$ cat config.mk
export PLATFORM = sky130hd
export DESIGN_NAME = rcht_home
export DESIGN_NICKNAME = d
export VERILOG_FILES = /design/src/hw/rtl/rcht_pkg.sv /design/src/hw/rtl/rcht_home.sv
export SDC_FILE = /design/constraint.sdc
export NUM_CORES = 1
export LEC_CHECK = 0
export BUFFER_PORTS_ARGS = -buffer_cell sky130_fd_sc_hd__buf_2
export CAP_MARGIN = 25
export CORE_AREA = 5 5 54 56
export CTS_BUF_LIST = sky130_fd_sc_hd__clkbuf_4 sky130_fd_sc_hd__clkbuf_8
export DETAILED_ROUTE_END_ITERATION = 8
export DIE_AREA = 0 0 59 61
export PLACE_DENSITY = 0.8
export SLEW_MARGIN = 10
export SYNTH_ARGS = -nofsm -noshare
export SYNTH_HDL_FRONTEND = slang
export SYNTH_SLANG_ARGS = --single-unit
$ cat constraint.sdc
create_clock -name clk -period 0.8 [get_ports clk]
set_input_delay 0.08 -clock clk [delete_from_list [all_inputs] [get_ports clk]]
set_output_delay 0.08 -clock clk [all_outputs]
set_load 0.01 [all_outputs]
$ cat src/hw/rtl/rcht_pkg.sv
// Shared types and constants for the page reference count hash table.
// No dependencies; every file of the block but the stream interface and the slot store imports it.
package rcht_pkg;

  // Page address width (the table key)
  localparam int ADDR_W = 56;
  // Width of the reported reference count
  localparam int REF_W = 16;
  // Hash fold width before reduction to the table size
  localparam int HASH_W = 16;

  // Slot count codes: empty, tombstone, first live value
  localparam int COUNT_EMPTY = 0;
  localparam int COUNT_TOMB  = 1;
  localparam int COUNT_LIVE  = 2;

  // Command codes; the unused code behaves as a query
  typedef enum logic [1:0] {
    CMD_ADD    = 2'd0,
    CMD_REMOVE = 2'd1,
    CMD_QUERY  = 2'd2
  } cmd_t;

  // Result status codes
  typedef enum logic [1:0] {
    STAT_DONE      = 2'd0,
    STAT_NOT_FOUND = 2'd1,
    STAT_FULL      = 2'd2,
    STAT_SATURATED = 2'd3
  } status_t;

  // Sequencer states
  typedef enum logic [2:0] {
    ST_CLEAR,
    ST_IDLE,
    ST_HASH,
    ST_READ,
    ST_CHECK,
    ST_ACT
  } rcht_state_t;

  // Request beat
  typedef struct packed {
    logic [1:0]        cmd;
    logic [ADDR_W-1:0] page_addr;
  } req_t;

  // Response beat
  typedef struct packed {
    logic             other_refs;
    logic [REF_W-1:0] ref_value;
    logic [1:0]       status;
  } rsp_t;

endpackage

$ cat src/hw/rtl/rcht_home.sv
// Home slot unit: folds a page address to 16 bits and reduces it modulo
// the table capacity over three registered stages. Uses rcht_pkg.
module rcht_home #(
  parameter int CAPACITY = 128,
  localparam int AW = $clog2(CAPACITY)
) (
  input  logic                      clk,
  input  logic                      rst,
  input  logic                      start,
  input  logic [rcht_pkg::ADDR_W-1:0] page_addr,
  output logic                      done,
  output logic [AW-1:0]             home
);
  import rcht_pkg::*;

  // Reciprocal for an exact 16-bit quotient by the capacity
  localparam int Shift = HASH_W + $clog2(CAPACITY);
  localparam logic [17:0] Recip = 18'(((1 << Shift) + CAPACITY - 1) / CAPACITY);

  logic [2:0]        vld;
  logic [HASH_W-1:0] fold;
  logic [HASH_W-1:0] fold_d;
  logic [HASH_W-1:0] quot;
  logic [33:0]       prod;
  logic [31:0]       rem;
  logic [31:0]       rem_fix;

  // Stage valids
  always_ff @(posedge clk) begin
    if (rst) begin
      vld <= '0;
    end else begin
      vld <= {vld[1:0], start};
    end
  end

  // Fold the address into 16 bits
  always_ff @(posedge clk) begin
    if (start) begin
      fold <= page_addr[15:0] ^ page_addr[31:16] ^ page_addr[47:32]
            ^ {8'b0, page_addr[55:48]};
    end
  end

  // Quotient by reciprocal multiply
  assign prod = 34'(fold) * 34'(Recip);

  always_ff @(posedge clk) begin
    if (vld[0]) begin
      quot   <= 16'(prod >> Shift);
      fold_d <= fold;
    end
  end

  // Remainder with one corrective subtract
  assign rem     = 32'(fold_d) - 32'(quot) * 32'(CAPACITY);
  assign rem_fix = (rem >= 32'(CAPACITY)) ? rem - 32'(CAPACITY) : rem;

  always_ff @(posedge clk) begin
    if (vld[1]) begin
      home <= rem_fix[AW-1:0];
    end
  end

  assign done = vld[2];

endmodule

== After elaboration in Yosys (flattened, before gate mapping) ==
Index checks and enable logic that the tools add are counted.
W data, S select, Z words.

* Bits in registers: 51
* Output and inout port bits: 8
* Logic and storage cells: 12

* Add/subtract/negate cells: 2
* $lt $le $gt $ge: 1
* Multiplexer cells: 1
* Bitwise gates (word level): 3

{| class="wikitable"
|+ Operators by type and width
! operator !! number
|-
| $ge A32 B8 Y1 const B || 1
|-
| $xor A16 B16 Y16 || 2
|-
| $sub A16 B16 Y17 || 1
|-
| $xor A16 B8 Y16 || 1
|-
| $mux W7 || 1
|-
| $sub A7 B1 Y7 const B || 1
|}

== Logic depth before layout (Yosys ltp) ==
Gate-level depths: netlist of run 1.

* Depth in word-level cells: 3
* Depth in mapped cells: 2
* Depth with buffers taken out: 2

== Worst setup path before layout of run 1 ==
Ideal clock, no wire load.

* Kind: reg-to-reg
* Start point: register vld[0]
* End point: register fold_d[0] (enable)
* Library setup time: 327 ps
* Arrival: 430 ps
* Required time: 473 ps
* Path slack: 44 ps
* Stages on the path, launching flop included: 1
* Path buffers: 0
* Period minus slack after synthesis: 756 ps
* Cells stage by stage: dfxtp_1

{| class="wikitable"
|+ RTL lines
! what !! line !! text
|-
| start: declaration || rcht_home.sv:20 || <nowiki>logic [2:0] vld;</nowiki>
|-
| start signal: assignment || rcht_home.sv:33 || <nowiki>vld <= {vld[1:0], start};</nowiki>
|-
| end signal: assignment || rcht_home.sv:51 || <nowiki>fold_d <= fold;</nowiki>
|-
| end: declaration || rcht_home.sv:22 || <nowiki>logic [HASH_W-1:0] fold_d;</nowiki>
|}

No word-level cell between the ends.

== Final worst setup path of run 1 ==
* Start point: register home[1]
* End point: output port home[1]

{| class="wikitable"
|+ RTL lines
! what !! line !! text
|-
| start: declaration || rcht_home.sv:12 || <nowiki>output logic [AW-1:0] home</nowiki>
|-
| start signal: assignment || rcht_home.sv:61 || <nowiki>home <= rem_fix[AW-1:0];</nowiki>
|}

No word-level cell between the ends.

==> flow_summary_export.csv, run 1 <==
group,metric,value,unit
cells_and_area,n_fill_cell,241,
synthesis,syn_inst,48,
cells_and_area,syn_to_final_growth,30.3,%
clock_tree,cts_made_buffers,3,
power_and_ir_drop,peakVddDrop,0.00105,V
critical_path,path_class,"register to output pin",
cells_and_area,antenna_cells,0,
clock_tree,cts_root_buf,"clkbuf_4",
job,maxCapViolCount,0,
route,dr.pass1.iters,2,
power_and_ir_drop,pwr-share-seq,67.0,%
synthesis,synthAdderAreaFrac,0,%
timing,slew_headroom,88.2,%
power_and_ir_drop,power.leakage,0.463,nW
route,drt-initial-drc-count,3,
critical_path,cp_num_cells,1,
grt,grt_pass1_vias,511,
timing,hold_slack,0.0970,ns
clock_tree,h-tree-depth,1,
placed_design,post_dp_cell_area,0.00112,mm²
power_and_ir_drop,power.internal,1.87,mW
critical_path,cp_data_arrival_time,0.83,ns
synthesis,synth_top_family_by_area,"XOR/XNOR gates",
clock_tree,post-cts-setup-buffers,0,
synthesis,synth_nets,107,
critical_path,cpPeakStageDelay,0.39,ns
power_and_ir_drop,p_comb_share,10.1,%
route,drc,0,
synthesis,synth_top_area_cell,"edfxtp_1",
clock_tree,clk-insertion-delay-late,0.29,ns
critical_path,rrSetupSlack,0.09,ns
critical_path,cp-startpoint,"home[1]",
floorplan,core_area,0.00239,mm²
timing,hold_viol_final,0,
timing,rsz0062_at_grt,"yes",
synthesis,synthMuxAreaShare,0,%
critical_path,r2r_start,"vld[0]",
critical_path,crit_path_start_kind,"register",
placed_design,gp_congestion,0.635,
timing,skew,0.00624,ns
floorplan,die_h,61,µm
route,routedWlPerCell,9.02,µm
floorplan,fp-row-count,18,
synthesis,synth-xor-area-share,20.6,%
critical_path,end_kind,"output pin",
critical_path,critPathSlowestCell,"edfxtp_1",
synthesis,netlist_area,893,µm²
timing,min_period,0.908,ns
synthesis,yosysSeqAreaShare,77.3,%
route,viasPerCell,4.06,
critical_path,reg2reg_to,"fold_d[0]",
cells_and_area,instances_no_fill,121,
grt,grt_max_degree,14,
floorplan,dieArea,0.00360,mm²
grt,gr-usage-met1,7.27,%
critical_path,crit_family,"flip-flops",
synthesis,yosys_warnings,0,
synthesis,yosys.area_share.simple,2.10,%
route,vias,491,
clock_tree,path_clk_slew,0.11,ns
floorplan,ios,67,
clock_tree,clock_sinks,24,
cells_and_area,final_core_util,48.7,%
synthesis,synth_top_area_share,70.6,%
floorplan,die_w,59,µm
critical_path,r2r_cells,0,
power_and_ir_drop,p_switching,0.417,mW
timing,setup_viol,8,
worst_hold_path,min_path_type,"primary input to register",
synthesis,ys_types,5,
grt,grt-ovfl-total,0,
clock_tree,clk_path_buf_depth,2,
critical_path,required,0.72,ns
grt,grt.met3_usage,2.34,%
power_and_ir_drop,pwr-share-clk,22.9,%
power_and_ir_drop,switching_share,18.2,%
placed_design,dp_cells,116,
route,antenna_left,0,
timing,worstMarginPinSlew,0.175,ns
clock_tree,cts_tree,"yes",
synthesis,synth_area_leaders,"edfxtp_1 (71%), xnor2_1 (14%), xor2_1 (6.9%), dfxtp_1 (6.7%), nor2b_1 (2.1%)",
critical_path,crit_path_end,"home[1]",
status,violations,"setup timing",
cells_and_area,drive_gt1_share,48.4,%
critical_path,cp_num_buf_inv,1,
timing,setup_slack,-0.108,ns
grt,grtUsageMet2,12.6,%
cells_and_area,final_area,0.00116,mm²
synthesis,synth.avg_cell_area,18.6,µm²
cells_and_area,nNetsFinal,151,
timing,fin_setup_tns,-0.611,ns
timing,drv_slew,0,
grt,grt-busiest-layer,"met2",
timing,post-route-period-util,114,%
power_and_ir_drop,p_per_area,1970,mW/mm²
grt,gr-usage-all-layers,7.19,%
status,status,"finished with violations",
timing,fmax,1100,MHz
grt,antenna_found_initial,0,
synthesis,synth_compound_area_share,0,%
placed_design,port_buffers,38,
route,wl,1090,µm
critical_path,path_cells,"buf_2",
grt,grt_pass1_wl,1880,µm
floorplan,start_util,37.4,%
synthesis,synth-seq-cells,24,
critical_path,worstPathMaxFanout,1,
[how the worst min path moves through the flow]
stage               startpoint      end  slack (ns)  depth (start not counted)
finish                   start  fold[1]         0.1                          1
global route             start  fold[1]        0.08                          1
global placement           rst   vld[1]        0.29                          2
CTS                      start  fold[1]        0.09                          1
floorplan                  rst   vld[0]        0.15                          1
detailed placement         rst   vld[0]        0.28                          2
[flip-flops by register name (all words and copies together), names as in the netlist]
name,cells
vld,3
home,7
fold,7
fold_d,7
[placed cells by master, fill, tap and decap left out]
cell / Yosys / layout
nor2b_1: 3 / 3
dlygate4sd3_1: 0 / 1
clkbuf_4: 0 / 4
xnor2_1: 14 / 14
dfxtp_2: 0 / 2
dfxtp_1: 3 / 1
buf_2: 0 / 38
edfxtp_1: 21 / 21
xor2_1: 7 / 7
[layout make-up]
class                           instances  area (µm²)  share of cell area, %
Clock buffer                            4        30.0                   2.58
Sequential cell                        24         693                   59.6
Timing Repair Buffer                   39         200                   17.2
Tap cell                               30        37.5                   3.23
Multi-Input combinational cell         24         203                   17.4
[routing by layer]
layer / vias to the layer above / wire length, µm
met4: 0 / 0
met5: - / 0
li1: 251 / -
met2: 39 / 519
met1: 201 / 351
met3: 0 / 220
[stage by stage]
step / worst slack, ns / total power [mW]
floorplan: 0.0437 / 1.68
global placement: 0.0188 / 1.78
detailed placement: -0.0119 / 1.80
CTS: -0.135 / 2.34
global route: -0.170 / 2.42
finish: -0.108 / 2.29
[repair_timing]
item	4_1_cts	5_1_grt
hold buffers	1	0
gates resized for setup	2	0
pin swaps	0	0
endpoints found under the setup margin	22	8
gates cloned	0	0
hold endpoints to repair	3	0
[logic make-up (layout without fill, tap and decap cells)]
logic type / count (synthesis) / after routing
AND/OR/NAND/NOR: 3 / 3
XOR/XNOR: 21 / 21
buffers and inverters: 0 / 43
flip-flops: 24 / 24
[power groups by stage]
stage               clock (mW)  sequential, mW  combinational, mW
floorplan                    0            1.56              0.124
global placement             0            1.56              0.225
detailed placement           0            1.57              0.233
CTS                      0.562            1.54              0.237
global route             0.618            1.54              0.259
finish                   0.524            1.53              0.232
[cell usage after synthesis]
| cell | count |
|---|---|
| xnor2_1 | 14 |
| nor2b_1 | 3 |
| dfxtp_1 | 3 |
| edfxtp_1 | 21 |
| xor2_1 | 7 |
Power figures use the tool's default switching activity.
==> run 2: changes to the inputs <==
- PLACE_DENSITY: 0.8 -> 0.74
==> run 2 against run 1 <==
  * The flow still finishes with violations (setup timing)
  * Die area unchanged
  * Final area increased by 1.2%
  * Clock-buffer cell count unchanged
  * Non-clock buffer count stayed put
==> flow_summary_export.csv, run 2 (synthesis results as in run 1) <==
group,metric,value,unit
critical_path,worstPathMaxFanout,1,
floorplan,fp-row-count,18,
critical_path,required,0.72,ns
floorplan,start_util,37.4,%
grt,grt_pass1_vias,460,
route,viasPerCell,4.03,
power_and_ir_drop,p_per_area,2010,mW/mm²
floorplan,die_w,59,µm
clock_tree,clock_sinks,24,
timing,drv_slew,0,
timing,worstMarginPinSlew,0.170,ns
cells_and_area,syn_to_final_growth,31.8,%
clock_tree,clk-insertion-delay-late,0.30,ns
cells_and_area,n_fill_cell,244,
clock_tree,clk_path_buf_depth,2,
cells_and_area,reg_top3,"fold: 7 flops, fold_d: 7 flops, home: 7 flops",
placed_design,post_dp_cell_area,0.00112,mm²
critical_path,critPathSlowestCell,"edfxtp_1",
critical_path,end_kind,"output pin",
grt,gr-usage-all-layers,6.93,%
route,wl,1150,µm
job,maxCapViolCount,0,
timing,fmax,1100,MHz
timing,setup_viol,8,
placed_design,dp_cells,116,
route,dr.pass1.iters,3,
power_and_ir_drop,peakVddDrop,0.000928,V
critical_path,cpPeakStageDelay,0.38,ns
placed_design,port_buffers,38,
timing,hold_viol_final,0,
floorplan,dieArea,0.00360,mm²
cells_and_area,drive_gt1_share,49.5,%
cells_and_area,final_area,0.00118,mm²
clock_tree,cts_root_buf,"clkbuf_4",
timing,rsz0062_at_grt,"yes",
route,vias,488,
timing,slew_headroom,88.6,%
placed_design,gp_congestion,0.661,
clock_tree,cts_made_buffers,3,
timing,min_period,0.905,ns
cells_and_area,multiInputGateArea,203,µm²
critical_path,cp_data_arrival_time,0.83,ns
grt,grt_pass1_wl,1770,µm
floorplan,ios,67,
cells_and_area,antenna_cells,0,
critical_path,path_class,"register to output pin",
status,status,"finished with violations",
clock_tree,cts_tree,"yes",
critical_path,crit_path_start_kind,"register",
cells_and_area,seq_area,694,µm²
cells_and_area,layout_commonest_cell,"buf_2",
route,antenna_left,0,
grt,grt-ovfl-total,0,
route,drt-initial-drc-count,4,
timing,skew,0.00157,ns
route,drc,0,
timing,post-route-period-util,113,%
power_and_ir_drop,power.leakage,0.467,nW
route,routedWlPerCell,9.51,µm
cells_and_area,layout_common_cells,"buf_2 (37), edfxtp_1 (21), xnor2_1 (14)",
clock_tree,h-tree-depth,1,
grt,antenna_found_initial,0,
grt,grt_max_degree,14,
placed_design,dpl_worst_slack,-0.0114,ns
clock_tree,path_clk_slew,0.11,ns
critical_path,cp_num_buf_inv,1,
critical_path,crit_family,"flip-flops",
cells_and_area,instances_no_fill,121,
timing,hold_slack,0.0941,ns
floorplan,core_area,0.00239,mm²
worst_hold_path,min_path_type,"primary input to register",
critical_path,path_cells,"buf_2",
power_and_ir_drop,p_total,2.36,mW
cells_and_area,nNetsFinal,151,
floorplan,die_h,61,µm
status,violations,"setup timing",
timing,setup_slack,-0.105,ns
-- run 2: cell counts in the layout (fill, tap and decap cells not counted) --
Identical to the previous run, type by type.
-- run 2: cell type report --
type | count | share of cell area (%)
sequential | 24 | 59.0
timing repair buffer | 39 | 17.5
multi-input combinational | 24 | 17.2
tap | 30 | 3.19
clock buffer | 4 | 3.08
-- run 2: per-stage QoR --
| stage | setup TNS, ns | utilization, % |
|---|---|---|
| 6_report | -0.669 | 49.3 |
| 5_1_grt | -1.16 | 49.3 |
| 4_1_cts | -0.844 | 49.0 |
| 3_5_place_dp | -0.104 | 47.0 |
| 3_3_place_gp | 0 | 47.0 |
| 2_1_floorplan | 0 | - |
-- run 2: repair_timing --
item                                   CTS  global route
pin swaps                                0             0
setup endpoints to repair               22             8
gates resized for setup                  2             2
buffers inserted                         0             0
endpoints found under the hold margin    3             0
hold buffers                             1             0
-- run 2: path summary, 6_finish.rpt --
check | slack [ns] | from | to | depth (start not counted)
max | -0.11 | home[4] | home[4] | 1
min | 0.09 | start | fold[3] | 1
max reg2reg | 0.08 | vld[0] | fold_d[1] | 0
min reg2reg | 0.43 | fold[0] | fold_d[0] | 0
-- run 2: power breakdown --
group	internal (mW)	switching, mW	leakage [nW]	total, mW
combinational	0.144	0.0897	0.221	0.234
sequential	1.50	0.0337	0.224	1.54
clock	0.278	0.316	0.0210	0.593
-- run 2: routing by layer --
layer  GRT usage, %  share of wire [%]
met2           10.1                 45
met3           3.83                 19
met1           7.71                 36
met5              0                  0
met4           4.85                  0
