[src/hw/rtl/rcht_pkg.sv]
// Shared types and constants for the page reference count hash table.
// No dependencies; every file of the block but the stream interface and the slot store imports it.
package rcht_pkg;

  // Page address width (the table key)
  localparam int ADDR_W = 56;
  // Width of the reported reference count
  localparam int REF_W = 16;
  // Hash fold width before reduction to the table size
  localparam int HASH_W = 16;

  // Slot count codes: empty, tombstone, first live value
  localparam int COUNT_EMPTY = 0;
  localparam int COUNT_TOMB  = 1;
  localparam int COUNT_LIVE  = 2;

  // Command codes; the unused code behaves as a query
  typedef enum logic [1:0] {
    CMD_ADD    = 2'd0,
    CMD_REMOVE = 2'd1,
    CMD_QUERY  = 2'd2
  } cmd_t;

  // Result status codes
  typedef enum logic [1:0] {
    STAT_DONE      = 2'd0,
    STAT_NOT_FOUND = 2'd1,
    STAT_FULL      = 2'd2,
    STAT_SATURATED = 2'd3
  } status_t;

  // Sequencer states
  typedef enum logic [2:0] {
    ST_CLEAR,
    ST_IDLE,
    ST_HASH,
    ST_READ,
    ST_CHECK,
    ST_ACT
  } rcht_state_t;

  // Request beat
  typedef struct packed {
    logic [1:0]        cmd;
    logic [ADDR_W-1:0] page_addr;
  } req_t;

  // Response beat
  typedef struct packed {
    logic             other_refs;
    logic [REF_W-1:0] ref_value;
    logic [1:0]       status;
  } rsp_t;

endpackage

[src/hw/rtl/rcht_ctrl.sv]
// Probe sequencer: clears the slot store, walks slots from the home slot
// with one shared compare unit, then applies the command. Uses rcht_pkg.
module rcht_ctrl #(
  parameter int CAPACITY = 128,
  parameter int COUNT_WIDTH = 16,
  localparam int AW = $clog2(CAPACITY),
  localparam int LW = $clog2(CAPACITY + 1),
  localparam int EW = rcht_pkg::ADDR_W + COUNT_WIDTH
) (
  input  logic                        clk,
  input  logic                        rst,
  input  logic [rcht_pkg::ADDR_W-1:0] shared_page,
  // request side
  input  logic                        req_valid,
  input  rcht_pkg::req_t              req_data,
  output logic                        req_ready,
  // response side
  output logic                        rsp_valid,
  output rcht_pkg::rsp_t              rsp_data,
  input  logic                        rsp_ready,
  // home slot unit
  output logic                        home_start,
  input  logic                        home_done,
  input  logic [AW-1:0]               home,
  // slot store
  output logic                        mem_we,
  output logic [AW-1:0]               mem_waddr,
  output logic [EW-1:0]               mem_wdata,
  output logic [AW-1:0]               mem_raddr,
  input  logic [EW-1:0]               mem_rdata
);
  import rcht_pkg::*;

  localparam int CW = COUNT_WIDTH;
  localparam logic [AW-1:0] LastIdx = AW'(CAPACITY - 1);

  rcht_state_t       state, state_next;
  logic [AW-1:0]     clr_idx;
  logic [1:0]        cmd;
  logic [ADDR_W-1:0] page;
  logic [AW-1:0]     probe_idx;
  logic [AW-1:0]     probe_cnt;
  logic              free_seen;
  logic [AW-1:0]     free_idx;
  logic              hit;
  logic [AW-1:0]     hit_idx;
  logic [CW-1:0]     hit_cnt;
  logic [LW-1:0]     live;

  logic              req_fire;
  logic              act_fire;
  logic              skip_probe;

  // Probe compare unit
  logic [ADDR_W-1:0] ent_key;
  logic [CW-1:0]     ent_cnt;
  logic              ent_free;
  logic              ent_match;
  logic              probe_stop;
  logic [AW-1:0]     probe_idx_inc;

  // Command update
  logic              act_we;
  logic [AW-1:0]     act_waddr;
  logic [CW-1:0]     act_cnt;
  logic [CW-1:0]     act_val;
  logic [1:0]        act_status;
  logic              live_inc;
  logic              live_dec;
  logic [32:0]       val_wide;
  logic [REF_W-1:0]  ref_sat;

  assign req_fire   = req_valid && req_ready;
  assign act_fire   = (state == ST_ACT) && (!rsp_valid || rsp_ready);
  assign skip_probe = (cmd != CMD_ADD) && (live == '0);

  assign ent_key       = mem_rdata[EW-1:CW];
  assign ent_cnt       = mem_rdata[CW-1:0];
  assign ent_free      = (ent_cnt <= CW'(COUNT_TOMB));
  assign ent_match     = !ent_free && (ent_key == page);
  assign probe_stop    = ent_match || (ent_cnt == CW'(COUNT_EMPTY)) || (probe_cnt == LastIdx);
  assign probe_idx_inc = (probe_idx == LastIdx) ? '0 : probe_idx + AW'(1);

  // Decide the slot update and the result
  always_comb begin
    act_we     = 1'b0;
    act_waddr  = hit_idx;
    act_cnt    = hit_cnt;
    act_val    = '0;
    act_status = STAT_DONE;
    live_inc   = 1'b0;
    live_dec   = 1'b0;
    case (cmd)
      CMD_ADD: begin
        if (hit) begin
          if (hit_cnt == {CW{1'b1}}) begin
            act_status = STAT_SATURATED;
            act_val    = hit_cnt;
          end else begin
            act_we  = 1'b1;
            act_cnt = hit_cnt + CW'(1);
            act_val = act_cnt;
          end
        end else if (free_seen) begin
          act_we    = 1'b1;
          act_waddr = free_idx;
          act_cnt   = CW'(COUNT_LIVE);
          act_val   = act_cnt;
          live_inc  = 1'b1;
        end else begin
          act_status = STAT_FULL;
        end
      end
      CMD_REMOVE: begin
        if (hit) begin
          act_we  = 1'b1;
          act_cnt = hit_cnt - CW'(1);
          if (act_cnt == CW'(COUNT_TOMB)) begin
            live_dec = 1'b1;
          end else begin
            act_val = act_cnt;
          end
        end else begin
          act_status = STAT_NOT_FOUND;
        end
      end
      default: begin
        if (hit) begin
          act_val = hit_cnt;
        end else if (page != shared_page) begin
          act_status = STAT_NOT_FOUND;
        end
      end
    endcase
  end

  // Clip the count to the reported width
  assign val_wide = 33'(act_val);
  assign ref_sat  = (val_wide > 33'hFFFF) ? {REF_W{1'b1}} : val_wide[REF_W-1:0];

  // Next state
  always_comb begin
    state_next = state;
    case (state)
      ST_CLEAR: if (clr_idx == LastIdx) state_next = ST_IDLE;
      ST_IDLE:  if (req_fire) state_next = ST_HASH;
      ST_HASH:  if (home_done) state_next = skip_probe ? ST_ACT : ST_READ;
      ST_READ:  state_next = ST_CHECK;
      ST_CHECK: state_next = probe_stop ? ST_ACT : ST_READ;
      ST_ACT:   if (act_fire) state_next = ST_IDLE;
      default:  state_next = ST_IDLE;
    endcase
  end

  // Outputs to the handshake, the home unit and the store
  always_comb begin
    req_ready  = (state == ST_IDLE);
    home_start = req_fire;
    mem_raddr  = probe_idx;
    mem_we     = 1'b0;
    mem_waddr  = act_waddr;
    mem_wdata  = {page, act_cnt};
    case (state)
      ST_CLEAR: begin
        mem_we    = 1'b1;
        mem_waddr = clr_idx;
        mem_wdata = '0;
      end
      ST_ACT: begin
        mem_we = act_fire && act_we;
      end
      default: begin
        mem_we = 1'b0;
      end
    endcase
  end

  // Control registers
  always_ff @(posedge clk) begin
    if (rst) begin
      state     <= ST_CLEAR;
      clr_idx   <= '0;
      live      <= '0;
      rsp_valid <= 1'b0;
    end else begin
      state <= state_next;
      if (state == ST_CLEAR) begin
        clr_idx <= clr_idx + AW'(1);
      end
      if (act_fire && live_inc) begin
        live <= live + LW'(1);
      end else if (act_fire && live_dec) begin
        live <= live - LW'(1);
      end
      if (act_fire) begin
        rsp_valid <= 1'b1;
      end else if (rsp_ready) begin
        rsp_valid <= 1'b0;
      end
    end
  end

  // Item and probe registers
  always_ff @(posedge clk) begin
    if (req_fire) begin
      cmd  <= req_data.cmd;
      page <= req_data.page_addr;
    end
    if (state == ST_HASH && home_done) begin
      probe_idx <= home;
      probe_cnt <= '0;
      free_seen <= 1'b0;
      hit       <= 1'b0;
    end
    if (state == ST_CHECK) begin
      if (ent_match) begin
        hit     <= 1'b1;
        hit_idx <= probe_idx;
        hit_cnt <= ent_cnt;
      end else if (ent_free && !free_seen) begin
        free_seen <= 1'b1;
        free_idx  <= probe_idx;
      end
      if (!probe_stop) begin
        probe_idx <= probe_idx_inc;
        probe_cnt <= probe_cnt + AW'(1);
      end
    end
    if (act_fire) begin
      rsp_data.other_refs <= (page == shared_page) || (act_val >= CW'(COUNT_LIVE));
      rsp_data.ref_value  <= ref_sat;
      rsp_data.status     <= act_status;
    end
  end

endmodule

[config.mk]
export PLATFORM = sky130hd
export DESIGN_NAME = rcht_ctrl
export DESIGN_NICKNAME = d
export VERILOG_FILES = /design/src/hw/rtl/rcht_pkg.sv /design/src/hw/rtl/rcht_ctrl.sv
export SDC_FILE = /design/constraint.sdc
export NUM_CORES = 1
export LEC_CHECK = 0
export CAP_MARGIN = 10
export CORE_MARGIN = 4
export CORE_UTILIZATION = 50
export DETAILED_ROUTE_END_ITERATION = 12
export DONT_BUFFER_PORTS = 1
export PLACE_DENSITY_LB_ADDON = 0.2
export SYNTH_ARGS = -nofsm -noshare
export SYNTH_HDL_FRONTEND = slang
export SYNTH_SLANG_ARGS = --single-unit
[constraint.sdc]
create_clock -name clk -period 5.8 [get_ports clk]
set_input_delay 0.87 -clock clk [delete_from_list [all_inputs] [get_ports clk]]
set_output_delay 0.87 -clock clk [all_outputs]
set_load 0.01 [all_outputs]
After elaboration in Yosys (flattened, before gate mapping)
Cells that the tools add are included.

Register bits: 142. Output and inout port bits: 109.

Add/sub/neg operators: 7. Magnitude comparators: 3. Bitwise logic cells: 1. Equal/unequal tests: 18. Reductions and logical operators: 26. Muxes and demuxes: 59.

Operator list (count): $mux W16 (8); $eq A56 B56 Y1 (2); $mux W7 (11); $mux W72 (1); $pmux W16 S2 (2); $ne A56 B56 Y1 (1); $add A7 B1 Y7 const B (3); $eq A7 B7 Y1 const B (3); $mux W1 (21); $mux W3 (6); $pmux W3 S6 (1); $add A16 B1 Y16 const B (1); $eq A16 B1 Y1 const B (1); $eq A16 B16 Y1 const B (1); $ge A16 B2 Y1 const B (1); $gt A16 B16 Y1 const B (1); $le A16 B1 Y1 const B (1); $logic_not A16 Y1 (1); $mux W8 (2); $sub A16 B1 Y16 const B (1); $logic_and A1 B1 Y1 (9); $add A8 B1 Y8 const B (1); $logic_not A8 Y1 (1); $mux W2 (4); other kinds (18) (30).

Longest topological paths before layout
Word-level depth: 8. Depth in mapped cells: 16. Gate-level depth less buffers: 13.

Worst setup path after synthesis
OpenSTA, ideal clock, no wires.

Path kind: register -> register. Start: register cmd[1]. End: register live[7]. Buffers on the path: 3. Slack: 2100 ps. Cell stages (with the launch flop): 17. Arrival: 3630 ps. Required time: 5729 ps. Clock period less this slack: 3700 ps. Cells stage by stage: edfxtp_1 > buf_2 > inv_1 > clkbuf_1 > nand2_1 > clkbuf_1 > nor2_1 > nand2_1 > ha_1 > a21o_1 > a21oi_1 > nor2b_1 > o21ai_0 > a21oi_1 > mux2i_1 > or3_1 > a21oi_1.

Cells in the longest elaborated chain, start to end: 4. Elaborated cells on any way between the ends: 8. Classes of those cells: eq/ne: 1; mux: 3; reduce/logical: 4.

RTL lines: start, declared (RTL line rcht_ctrl.sv:39) `logic [1:0] cmd;`; start signal, assigned (RTL line rcht_ctrl.sv:206) `cmd <= req_data.cmd;`; $eq A2 B1 Y1 / $logic_not A2 Y1 (equally long branches) (RTL line rcht_ctrl.sv:93) `case (cmd)`; $mux W1 (RTL line rcht_ctrl.sv:93); $logic_and A1 B1 Y1, on equally long branches (RTL line rcht_ctrl.sv:192, rcht_ctrl.sv:190); $reduce_bool A2 Y1 (no source line) / $mux W8 (equally long branches); end signal, assigned (RTL line rcht_ctrl.sv:191) `live <= live + LW'(1);`; end signal, assigned (RTL line rcht_ctrl.sv:193) `live <= live - LW'(1);`; end, declared (RTL line rcht_ctrl.sv:48) `logic [LW-1:0] live;`.

Parallel ways exist; a longest one is shown, timed or not. A chain may end at the register's enable or synchronous reset.

Worst setup path in the final report
Start: register hit_cnt[8]. End: output mem_wdata[4].

Cells in the longest elaborated chain, start to end: 5.

RTL lines: start, declared (RTL line rcht_ctrl.sv:47) `logic [CW-1:0] hit_cnt;`; start signal, assigned (RTL line rcht_ctrl.sv:219) `hit_cnt <= ent_cnt;`; $eq A16 B16 Y1 (RTL line rcht_ctrl.sv:96) `if (hit_cnt == {CW{1'b1}}) begin`; $mux W16 (RTL line rcht_ctrl.sv:96); $mux W16 (RTL line rcht_ctrl.sv:95) `if (hit) begin`; $pmux W16 S2 (RTL line rcht_ctrl.sv:93); $mux W72 (RTL line rcht_ctrl.sv:163) `case (state)`; end, declared (RTL line rcht_ctrl.sv:28) `output logic [EW-1:0] mem_wdata,`.

Every way passes these cells.

==> qor.txt <==
Synth warnings: 0
Max Cap Viol: 0
root buffer cell: clkbuf_16
core area: 17400 um^2
Die Area: 20000 um^2
worst slew pin tran: 1220 ps
chip width: 141 um
arrival time worst endpoint: 3410 ps
Finish-stage setup viols: 0
Num Clock Sinks: 142
Critical Path End Type: output pin
most common cell in the netlist: edfxtp_1
DR DRC count: 0
hold_ws: 477 ps
hpwl dp: 22.8 mm
CP max stage delay: 650 ps
Crit Path Max Fanout: 20
Hold EP: probe_cnt[4]
vias: 7465
Pwr per Cell Area: 249 nW/um^2
crit-path cells: and4_1 > and4_4 > nand2_1 > nand3_1 > a21oi_1 > a21o_1 > a221oi_1
worst reg-to-reg setup slack: 1740 ps
count of hold-fix buffers inserted at cts: 0
leak pwr: 3.23 nW
Synth top cells by count: edfxtp_1, xnor2_1, nand2_1, nor2_1, xor2_1
number of global-route vias before repair: 7056
NumNets Final: 1110
fin crit period: 4280 ps
asr flop ratio synth: 0%
synthesized cell area: 8880 um^2
WL met1: 11.5 mm
area added between synthesis and finish: 8.23%
Max rail drop VDD: 0.000185 V
Worst R2R Path Depth: 14
post-cts sizing count: 0
Yosys top cell area share: 36.2%
highest routed metal layer: met4
setup TNS: 0 ps
reg2reg end: live[7]
worst min path class: flop to flop
RSZ-0062 raised after global routing: no
Hold Vio Cnt, Final: 0
largest net degree at the start of global routing: 66
Total GRT Usage: 29.2%
metal2 WL: 14.8 mm
Setup CP Type: flop to output pin
gp weighted congestion: 1.00
wire per inst: 26.1 um
Slew Viols, Final: 0
first-pass GRT wire length: 44.0 mm
CTS H-tree depth: 4
critical path data required time: 4930 ps
final WL: 29.7 mm
post-CTS setup buffers: 0
Synth Net Count: 1135
initial antenna violation count: 1
IO Count: 307
sequential fraction of the synthesis area: 44.1%
ys flop type: edfxtp_1
metal3 WL: 2.59 mm
CTS Buf Count: 17
clock-pin slew on the worst setup and hold paths: 70 ps
clock buffer depth: 2
CTS tree: done
critical path launch point type: flop
Post-synth EDFFs: 107
largest cells by area after synthesis: edfxtp_1, dfxtp_1, xnor2_1, xor2_1, and2_1
die height: 141 um
antenna viol nets, final: 0
drt first pass iters: 5
status: complete, no violations
Rows: 48
clk_lat worst skew: 430 ps
drt first-iter violations: 966
IO buf count: 0
final worst-path cycle share: 73.8%
cell taking the most area after synthesis: edfxtp_1
Worst Skew: 11.7 ps
layout cells sized above 1: 7.03%
max_slew headroom: 18.8%
flops & latches, synth: 142
hold path depth: 1
remaining global-route overflow: 0
Via density: 6.57
Max Clk Rate: 234 MHz
r2r startpoint: cmd[0]
Gate Count Post-Synth: 923
Synth cell types: 74
HP Start: probe_cnt[4]
Syn Area/Cell: 9.62 um^2
Initial Utilization: 51.1%
Worst path slowest cell: edfxtp_1
[layer usage]
metal	GRT usage (%)	vias up
met5	0	-
met4	8.21	0
met3	7.67	64
met2	49.4	437
met1	37.0	3620
li1	-	3344
[worst max-delay path: cells and delay by family (launching register included)]
family          cells  cell delay, ps
simple gates        4            1560
flops               1             650
compound gates      3             760
[placed cells by master (no fill, tap or decap), types with 5 or more instances in the layout]
| cell type | count |
|---|---|
| inv_1 | 11 |
| edfxtp_1 | 107 |
| o21ai_0 | 44 |
| nor4_1 | 27 |
| a21oi_1 | 61 |
| or3_1 | 8 |
| or4_1 | 6 |
| nor3_1 | 23 |
| clkbuf_16 | 17 |
| nor2_1 | 65 |
| a32oi_1 | 5 |
| and2_1 | 62 |
| buf_4 | 11 |
| ha_1 | 13 |
| nand2_1 | 66 |
| a31oi_1 | 13 |
| o22ai_1 | 6 |
| nand4_1 | 31 |
| a21o_1 | 8 |
| a22oi_1 | 5 |
| xnor2_1 | 68 |
| nand3_1 | 21 |
| mux2_2 | 5 |
| dfxtp_1 | 35 |
| xor2_1 | 66 |
| and3_1 | 13 |
| mux2i_1 | 21 |
[registers in the layout (all words and copies together) (netlist names)]
register / count
rsp_data: 19
free_idx: 7
probe_cnt: 7
rsp_valid: 1
live: 8
hit_cnt: 16
hit: 1
mem_raddr: 7
hit_idx: 7
clr_idx: 7
cmd: 2
state: 3
page: 56
free_seen: 1
[logic make-up (layout without fill, tap and decap cells)]
family          count (synthesis)  in the layout  synth area share [%]
simple gates                  356            356                  21.5
compound gates                185            185                  13.0
flops                         142            142                  44.1
xor+xnor                      134            134                  13.2
buf+inv                        66             54                  3.17
mux                            26             26                  3.00
fa+ha+maj                      14             14                  2.06
other cells                     0              1                     0
[power by group]
group	total, mW	switching, mW	internal, mW
Clock	1.11	0.464	0.644
Combinational	0.135	0.0783	0.0572
Sequential	1.14	0.0331	1.11
[through the flow]
stage          instances  power, mW  utilization, %  setup WS (ps)  area [um^2]
2_1_floorplan        923       1.26               -           2100         8880
3_3_place_gp        1104       1.30            51.9           1820         9020
3_5_place_dp        1104       1.30            51.9           1800         9020
4_1_cts             1136       2.40            55.3           1570         9610
5_1_grt             1137       2.47            55.4           1280         9610
6_report            1137       2.39            55.4           1520         9610
[how the worst max path moves through the flow]
stage	startpoint	endpoint	slack, ps	depth (start not counted)
2_1_floorplan	cmd[1]	live[7]	2100	16
3_3_place_gp	cmd[0]	live[7]	1820	14
3_5_place_dp	mem_rdata[36]	hit_idx[0]	1800	5
4_1_cts	hit_cnt[0]	mem_wdata[0]	1570	9
5_1_grt	hit_cnt[3]	mem_wdata[4]	1280	7
6_report	hit_cnt[8]	mem_wdata[4]	1520	7
[layout make-up]
| type | count | area, um^2 |
|---|---|---|
| Tap cell | 225 | 282 |
| Clock inverter | 13 | 156 |
| Timing Repair Buffer | 11 | 82.6 |
| Clock buffer | 19 | 433 |
| Multi-Input combinational cell | 715 | 4700 |
| Antenna cell | 1 | 2.50 |
| Fill cell | 1558 | 7750 |
| Sequential cell | 142 | 3910 |
| Inverter | 11 | 41.3 |
(Power assumes the default switching activity.)
